==> src/design/alle_pkg.sv <==
package alle_pkg;

  // Request modes
  typedef enum logic [1:0] {
    MODE_INS_TAIL = 2'd0,
    MODE_INS_HEAD = 2'd1,
    MODE_REMOVE   = 2'd2,
    MODE_READ     = 2'd3
  } mode_e;

  // Result status codes
  typedef enum logic [1:0] {
    STAT_OK        = 2'd0,
    STAT_FULL      = 2'd1,
    STAT_NOT_FOUND = 2'd2,
    STAT_EMPTY     = 2'd3
  } status_e;

  // Sequencer states
  typedef enum logic [2:0] {
    S_IDLE,
    S_TWALK,
    S_RWALK,
    S_OWALK,
    S_RESP
  } state_e;

  localparam int unsigned DataW = 32;

endpackage

==> src/design/array_linked_list_engine_top.sv <==
// Request flow: insert at head, full store, or any request on an empty list goes straight
//   to the result. Tail insert and remove walk the list node by node, at most CAPACITY
//   nodes. Read out: elements follow one per cycle while the output is not stalled.
// Throughput: one request at a time, not ready while busy; a request holds the block until
//   its last result loads; output stalls hold the read out and the single result.
// Reset (rst_ni low, async): list empty, slot counter zero, output idle.
module array_linked_list_engine_top import alle_pkg::*; #(
  parameter int unsigned CAPACITY = 32
) (
  input  logic                    clk_i,
  input  logic                    rst_ni,
  input  logic                    in_valid_i,
  output logic                    in_stall_o,
  input  logic [1:0]              mode_i,
  input  logic signed [DataW-1:0] value_i,
  output logic                    out_valid_o,
  input  logic                    out_stall_i,
  output logic [1:0]              status_o,
  output logic signed [DataW-1:0] data_o,
  output logic                    last_o
);

  // AW addresses a slot; IW also holds the "no node" code (== CAPACITY).
  localparam int unsigned AW = (CAPACITY > 1) ? $clog2(CAPACITY) : 1;
  localparam int unsigned IW = $clog2(CAPACITY + 1);
  localparam logic [IW-1:0] NO_NODE = IW'(CAPACITY);
  localparam logic [AW-1:0] LAST_STEP = AW'(CAPACITY - 1);

  // ---------------------------------------------------------------------------
  // Control and datapath registers
  // ---------------------------------------------------------------------------
  state_e                  state_q, state_d;
  logic [IW-1:0]           head_q, head_d;     // first node, NO_NODE when empty
  logic [IW-1:0]           free_q, free_d;     // next unused slot, only grows
  logic [IW-1:0]           cur_q, cur_d;       // node whose data sits in the read regs
  logic [IW-1:0]           prev_q, prev_d;     // predecessor during remove
  logic [IW-1:0]           idx_q, idx_d;       // slot taken by a tail insert
  logic [AW-1:0]           steps_q, steps_d;   // walk bound counter
  logic signed [DataW-1:0] val_q, val_d;       // request value
  status_e                 res_q, res_d;       // status for single-result requests

  // Output register: parts the result side from the walk
  logic                    out_vld_q, out_vld_d;
  status_e                 out_stat_q, out_stat_d;
  logic signed [DataW-1:0] out_data_q, out_data_d;
  logic                    out_last_q, out_last_d;

  // ---------------------------------------------------------------------------
  // Node store: one write port, one registered read port per array
  // ---------------------------------------------------------------------------
  logic signed [DataW-1:0] node_vals_q  [CAPACITY];
  logic [IW-1:0]           node_links_q [CAPACITY];
  logic signed [DataW-1:0] val_rd_q;
  logic [IW-1:0]           lnk_rd_q;

  logic                    vals_we, links_we;
  logic [AW-1:0]           wr_addr, rd_addr;
  logic signed [DataW-1:0] wr_val;
  logic [IW-1:0]           wr_link;

  always_ff @(posedge clk_i) begin
    if (vals_we) begin
      node_vals_q[wr_addr] <= wr_val;
    end
    if (links_we) begin
      node_links_q[wr_addr] <= wr_link;
    end
    val_rd_q <= node_vals_q[rd_addr];
    lnk_rd_q <= node_links_q[rd_addr];
  end

  // ---------------------------------------------------------------------------
  // Shared conditions
  // ---------------------------------------------------------------------------
  logic in_acc, out_free, head_ok, lnk_ok, prev_ok, full, at_bound, hit, tail_brk;
  logic [IW-1:0] lnk_nx;

  assign in_stall_o = (state_q != S_IDLE);
  assign in_acc     = in_valid_i && !in_stall_o;
  assign out_free   = !out_vld_q || !out_stall_i;
  assign head_ok    = (head_q < NO_NODE);
  assign lnk_ok     = (lnk_rd_q < NO_NODE);
  assign prev_ok    = (prev_q < NO_NODE);
  assign full       = (free_q >= NO_NODE);
  assign at_bound   = (steps_q == LAST_STEP);
  assign hit        = (val_rd_q == val_q);          // the one shared comparator
  assign tail_brk   = !lnk_ok || (lnk_rd_q == idx_q);
  assign lnk_nx     = lnk_ok ? lnk_rd_q : NO_NODE;

  // ---------------------------------------------------------------------------
  // Next state
  // ---------------------------------------------------------------------------
  always_comb begin
    state_d = state_q;
    unique case (state_q)
      S_IDLE: begin
        if (in_acc) begin
          unique case (mode_e'(mode_i))
            MODE_INS_TAIL: state_d = (!full && head_ok) ? S_TWALK : S_RESP;
            MODE_INS_HEAD: state_d = S_RESP;
            MODE_REMOVE:   state_d = head_ok ? S_RWALK : S_RESP;
            MODE_READ:     state_d = head_ok ? S_OWALK : S_RESP;
            default:       state_d = S_RESP;
          endcase
        end
      end
      S_TWALK: if (tail_brk || at_bound) state_d = S_RESP;
      S_RWALK: if (hit || !lnk_ok || at_bound) state_d = S_RESP;
      S_OWALK: if (out_free && (!lnk_ok || at_bound)) state_d = S_IDLE;
      S_RESP:  if (out_free) state_d = S_IDLE;
      default: state_d = S_IDLE;
    endcase
  end

  // ---------------------------------------------------------------------------
  // Datapath, store access and result register
  // ---------------------------------------------------------------------------
  always_comb begin
    head_d     = head_q;
    free_d     = free_q;
    cur_d      = cur_q;
    prev_d     = prev_q;
    idx_d      = idx_q;
    steps_d    = steps_q;
    val_d      = val_q;
    res_d      = res_q;
    out_vld_d  = out_vld_q && out_stall_i;
    out_stat_d = out_stat_q;
    out_data_d = out_data_q;
    out_last_d = out_last_q;
    vals_we    = 1'b0;
    links_we   = 1'b0;
    wr_addr    = free_q[AW-1:0];
    wr_val     = value_i;
    wr_link    = NO_NODE;
    rd_addr    = cur_q[AW-1:0];    // re-read current node while stalled

    unique case (state_q)
      S_IDLE: begin
        if (in_acc) begin
          val_d   = value_i;
          cur_d   = head_q;
          prev_d  = NO_NODE;
          steps_d = '0;
          rd_addr = head_q[AW-1:0];
          unique case (mode_e'(mode_i))
            MODE_INS_TAIL, MODE_INS_HEAD: begin
              if (full) begin
                res_d = STAT_FULL;
              end else begin
                res_d    = STAT_OK;
                vals_we  = 1'b1;
                links_we = 1'b1;
                idx_d    = free_q;
                free_d   = free_q + IW'(1);
                if (mode_e'(mode_i) == MODE_INS_HEAD) begin
                  wr_link = head_ok ? head_q : NO_NODE;
                  head_d  = free_q;
                end else if (!head_ok) begin
                  head_d = free_q;
                end
              end
            end
            MODE_REMOVE: res_d = STAT_NOT_FOUND;   // kept only if list empty
            MODE_READ:   res_d = STAT_EMPTY;
            default:     res_d = STAT_EMPTY;
          endcase
        end
      end

      S_TWALK: begin
        res_d = STAT_OK;
        if (tail_brk) begin
          links_we = 1'b1;
          wr_addr  = cur_q[AW-1:0];
          wr_link  = idx_q;
        end else if (at_bound) begin
          links_we = 1'b1;
          wr_addr  = lnk_rd_q[AW-1:0];
          wr_link  = idx_q;
        end else begin
          cur_d   = lnk_rd_q;
          steps_d = steps_q + AW'(1);
          rd_addr = lnk_rd_q[AW-1:0];
        end
      end

      S_RWALK: begin
        if (hit) begin
          res_d = STAT_OK;
          if (prev_ok) begin
            links_we = 1'b1;
            wr_addr  = prev_q[AW-1:0];
            wr_link  = lnk_nx;
          end else begin
            head_d = lnk_nx;
          end
        end else if (!lnk_ok || at_bound) begin
          res_d = STAT_NOT_FOUND;
        end else begin
          prev_d  = cur_q;
          cur_d   = lnk_rd_q;
          steps_d = steps_q + AW'(1);
          rd_addr = lnk_rd_q[AW-1:0];
        end
      end

      S_OWALK: begin
        if (out_free) begin
          out_vld_d  = 1'b1;
          out_stat_d = STAT_OK;
          out_data_d = val_rd_q;
          out_last_d = !lnk_ok || at_bound;
          if (lnk_ok && !at_bound) begin
            cur_d   = lnk_rd_q;
            steps_d = steps_q + AW'(1);
            rd_addr = lnk_rd_q[AW-1:0];
          end
        end
      end

      S_RESP: begin
        if (out_free) begin
          out_vld_d  = 1'b1;
          out_stat_d = res_q;
          out_data_d = '0;
          out_last_d = 1'b1;
        end
      end

      default: ;
    endcase
  end

  always_ff @(posedge clk_i or negedge rst_ni) begin
    if (!rst_ni) begin
      state_q   <= S_IDLE;
      head_q    <= NO_NODE;
      free_q    <= '0;
      out_vld_q <= 1'b0;
    end else begin
      state_q   <= state_d;
      head_q    <= head_d;
      free_q    <= free_d;
      out_vld_q <= out_vld_d;
    end
  end

  always_ff @(posedge clk_i) begin
    cur_q      <= cur_d;
    prev_q     <= prev_d;
    idx_q      <= idx_d;
    steps_q    <= steps_d;
    val_q      <= val_d;
    res_q      <= res_d;
    out_stat_q <= out_stat_d;
    out_data_q <= out_data_d;
    out_last_q <= out_last_d;
  end

  assign out_valid_o = out_vld_q;
  assign status_o    = out_stat_q;
  assign data_o      = out_data_q;
  assign last_o      = out_last_q;

  // ---------------------------------------------------------------------------
  // Assertions
  // ---------------------------------------------------------------------------
  a_busy_after_accept: assert property (@(posedge clk_i) disable iff (!rst_ni)
    in_acc |=> in_stall_o)
    else $error("engine took a transaction but did not go busy");

  a_free_bound: assert property (@(posedge clk_i) disable iff (!rst_ni)
    free_q <= NO_NODE)
    else $error("slot counter ran past capacity");

  a_head_range: assert property (@(posedge clk_i) disable iff (!rst_ni)
    head_q <= NO_NODE)
    else $error("head index out of range");

  a_status_data: assert property (@(posedge clk_i) disable iff (!rst_ni)
    (out_vld_q && (out_stat_q != STAT_OK)) |-> (out_last_q && (out_data_q == '0)))
    else $error("error result must be single, last, with zero data");

endmodule

==> config.mk <==
export PLATFORM = sky130hd
export DESIGN_NAME = array_linked_list_engine_top
export DESIGN_NICKNAME = d
export VERILOG_FILES = /design/src/design/alle_pkg.sv /design/src/design/array_linked_list_engine_top.sv
export SDC_FILE = /design/constraint.sdc
export NUM_CORES = 2
export LEC_CHECK = 0
export ABC_AREA = 1
export CAP_MARGIN = 20
export CORE_MARGIN = 5
export CORE_UTILIZATION = 37
export CTS_BUF_LIST = sky130_fd_sc_hd__clkbuf_4 sky130_fd_sc_hd__clkbuf_8
export DETAILED_ROUTE_END_ITERATION = 8
export DONT_BUFFER_PORTS = 1
export GPL_TIMING_DRIVEN = 0
export RECOVER_POWER = 50
export SLEW_MARGIN = 20
export SYNTH_ARGS = -nofsm -noshare
export SYNTH_HDL_FRONTEND = slang
export SYNTH_SLANG_ARGS = --single-unit
==> constraint.sdc <==
create_clock -name clk_i -period 5.46 [get_ports clk_i]
set_clock_uncertainty 0.05 [all_clocks]
set_input_delay 1.638 -clock clk_i [delete_from_list [all_inputs] [get_ports clk_i]]
set_output_delay 1.638 -clock clk_i [all_outputs]
set_load 0.1 [all_outputs]
==> flow_metrics.tcl <==
set metrics [dict create \
    outcome "finished with violations" \
    violations "capacitance limit, slew limit" \
    whs_ns 0.330 \
    fin_crit_ns 5.29 \
    netlist.area_leader.share_pct 66.3 \
    ys.flop_type "edfxtp_1" \
    grt_usage_pct 22.8 \
    startpoint_type "flop" \
    insertion_delay_ns 0.96 \
    ys_top_cells_by_count "nand2_1, nand3_1, edfxtp_1" \
    placementRows 146 \
    hold_path_class "primary input to async pin" \
    max_cap_violations 4 \
    ys_warn_count 0 \
    power_density_nw_per_um2 656 \
    synthTopCellsByArea "edfxtp_1, nand3_1, nand2_1" \
    hold_buffers 0 \
    yosysUniqueCellTypes 45 \
    worstMarginPinSlew_ns 1.74 \
    grt_start_max_net_pins 34 \
    core_area_sq_um 159000 \
    syn_area_sq_um 59300 \
    syn-num-nets 5610 \
    die-area_sq_um 168000 \
    drt_first_pass_iters 7 \
    placed_area_sq_um 63600 \
    synth_edf_count 1308 \
    synthArstFlopShare_pct 1.17 \
    post_cts_buffers 0 \
    peakVddDrop_uv 392 \
    cts_inserted_buffers 215 \
    cp_max_fo 19 \
    cts_sinks 1362 \
    layout-area-overhead-vs-synth_pct 14.4 \
    gr-total-overflow 0 \
    grt_first_pass_wirelength_mm 280 \
    ctsRootBufferMaster "clkbuf_8" \
    ys_ff_latch 1362 \
    netlist.top_cell.by_area "edfxtp_1" \
    grt_pass1_vias 41000 \
    hold_viol_final 0 \
    final.period_utilization_pct 96.9 \
    path_clk_slew_ns 0.06 \
    final_cell_area_sq_um 67800 \
    wl_mm 197 \
    ys_seq_area_share_pct 68.2 \
    final_nets 5955 \
    slew_headroom_pct -16.3 \
    portBuffers 0 \
    max_freq_ghz 0.189 \
    drive_above_1_share_pct 11.8 \
    routabilityCongestion 0.888 \
    clk_path_buf_depth 3 \
    report.final.setup_viol 0 \
    worstSetupPathType "flop to flop" \
    vias 43300 \
    cts_tree "built" \
    required_ns 6.28 \
    ant_nets 0 \
    h-tree-depth 4 \
    drtIter0Drc 5975 \
    p_leak_nw 27.2 \
    syn_avg_cell_area_sq_um 10.6 \
    yosysMostFrequentCell "nand2_1" \
    detail_route.wl_per_cell_microns 24.2 \
    crit_arrival_ns 6.11 \
    initial_core_util_pct 37.3 \
    ff2ff_path_depth 19 \
    hpwlAfterDp_mm 136 \
    dieWidth_microns 410 \
    rsz0062_at_grt "no" \
    antenna_found_initial 13 \
    syn_inst 5568 \
    avgViaCountPerCell 5.30 \
    die_h_microns 410 \
    io_pins 75 \
    drv_slew 45 \
    worst_setup_path_end_kind "flop" \
    drcViolationCount 0 \
]
-- area by class of cell --
type,count,area [sq um]
fill,14900,90900
sequential,1362,40400
multi-input combinational,3147,14800
clock buffer,330,3990
inverter,718,2700
tap,2072,2590
buffer,341,1580
timing repair buffer,128,1250
clock inverter,68,434
antenna,5,12.5
-- where the power goes --
| group | internal, W | leakage, nW | switching, W |
|---|---|---|---|
| Clock | 0.00480 | 2.36 | 0.00416 |
| Sequential | 0.0122 | 12.5 | 0.00120 |
| Combinational | 0.00561 | 12.4 | 0.0166 |
-- placed cells by master, fill, tap and decap left out, drive strengths merged --
cell type  synthesis  layout
a211oi             6       6
a21oi             15      15
a221oi             1       1
a22oi              1       1
and2               1       1
buf              229     344
bufinv             0       3
clkbuf           112     455
clkinv             1      55
clkinvlp           0       3
dfrtp             15      15
dfstp              1       1
dfxtp             38      38
diode              0       5
edfxtp          1308    1308
ha                 4       4
inv              717     725
nand2           1384    1384
nand3           1317    1317
nand3b           153     153
nand4              3       3
nor2             116     116
nor3              45      45
nor3b              2       2
nor4               1       1
o2111ai            2       2
o211ai             9       9
o21a               1       1
o21ai             43      43
o21bai             1       1
o221ai             4       4
o22ai              5       5
o31ai              1       1
or2                1       1
xnor2             26      26
xor2               5       5
-- stage by stage --
step                       TNS, ns  total power (W)  instances  utilization [%]  worst slack (ns)
after floorplan            -428.30           0.0264       5568                -            -0.691
after global placement    -3997.16           0.0349       7640             39.0             -5.09
after detailed placement     -9.51           0.0353       7767             40.0            -0.428
after CTS                        0           0.0442       8165             42.8            0.0917
after global routing             0           0.0466       8168             42.7           0.00976
final                            0           0.0445       8171             42.7             0.169
-- logic make-up after synthesis --
logic type	Yosys count	share of synthesized area [%]
adders and majority gates	4	0.0844
and+or+nand+nor	3023	23.1
DFF	1362	68.2
AOI/OAI and AO/OA	89	0.901
buffers and inverters	1059	7.20
xor gates and xnor gates	31	0.458
-- path summary, 6_finish.rpt --
check	startpoint	end	slack, ns
hold reg to reg	free_q[3]	idx_q[3]	0.48
setup reg to reg	state_q[1]	val_rd_q[26]	0.17
setup / recovery	state_q[1]	val_rd_q[26]	0.17
max in group asynchronous	rst_ni	head_q[5]	4.84
min in group clk_i	free_q[3]	idx_q[3]	0.48
hold / removal	rst_ni	head_q[2]	0.33
-- routing by layer --
metal / wire (microns) / track usage (%) / vias up
li1: - / - / 19600
met1: 75600 / 29.3 / 20900
met2: 89700 / 36.0 / 2404
met3: 21000 / 5.49 / 461
met4: 11000 / 12.0 / 0
met5: 0 / 0 / -
-- flip-flops by register name, summed over array words and instances, names as in the netlist, 32 cells and up --
| register | cells |
|---|---|
| node_links_q | 192 |
| val_q | 32 |
| data_o | 32 |
| val_rd_q | 32 |
| node_vals_q | 1024 |
-- worst max-delay path, cell delays in order, from the launching register on --
cell,delay [ns]
dfrtp_1,0.43
nor2_2,0.26
nand2_2,0.43
nor2_4,0.34
buf_12,0.22
buf_12,0.20
nand2_1,0.15
o21ai_0,0.12
a211oi_1,0.07
nand3_1,0.11
nand2_1,0.06
nand2_2,0.43
clkinv_2,0.52
clkbuf_4,0.50
clkbuf_1,0.37
nand3_1,0.18
nand3_1,0.08
nand2_1,0.22
nand2_1,0.27
nand2_1,0.14
-- repair_timing --
item	in CTS	in global routing
hold endpoints to repair	0	0
gates resized for setup	0	5
setup endpoints to repair	0	34
(Power assumes the default switching activity.)
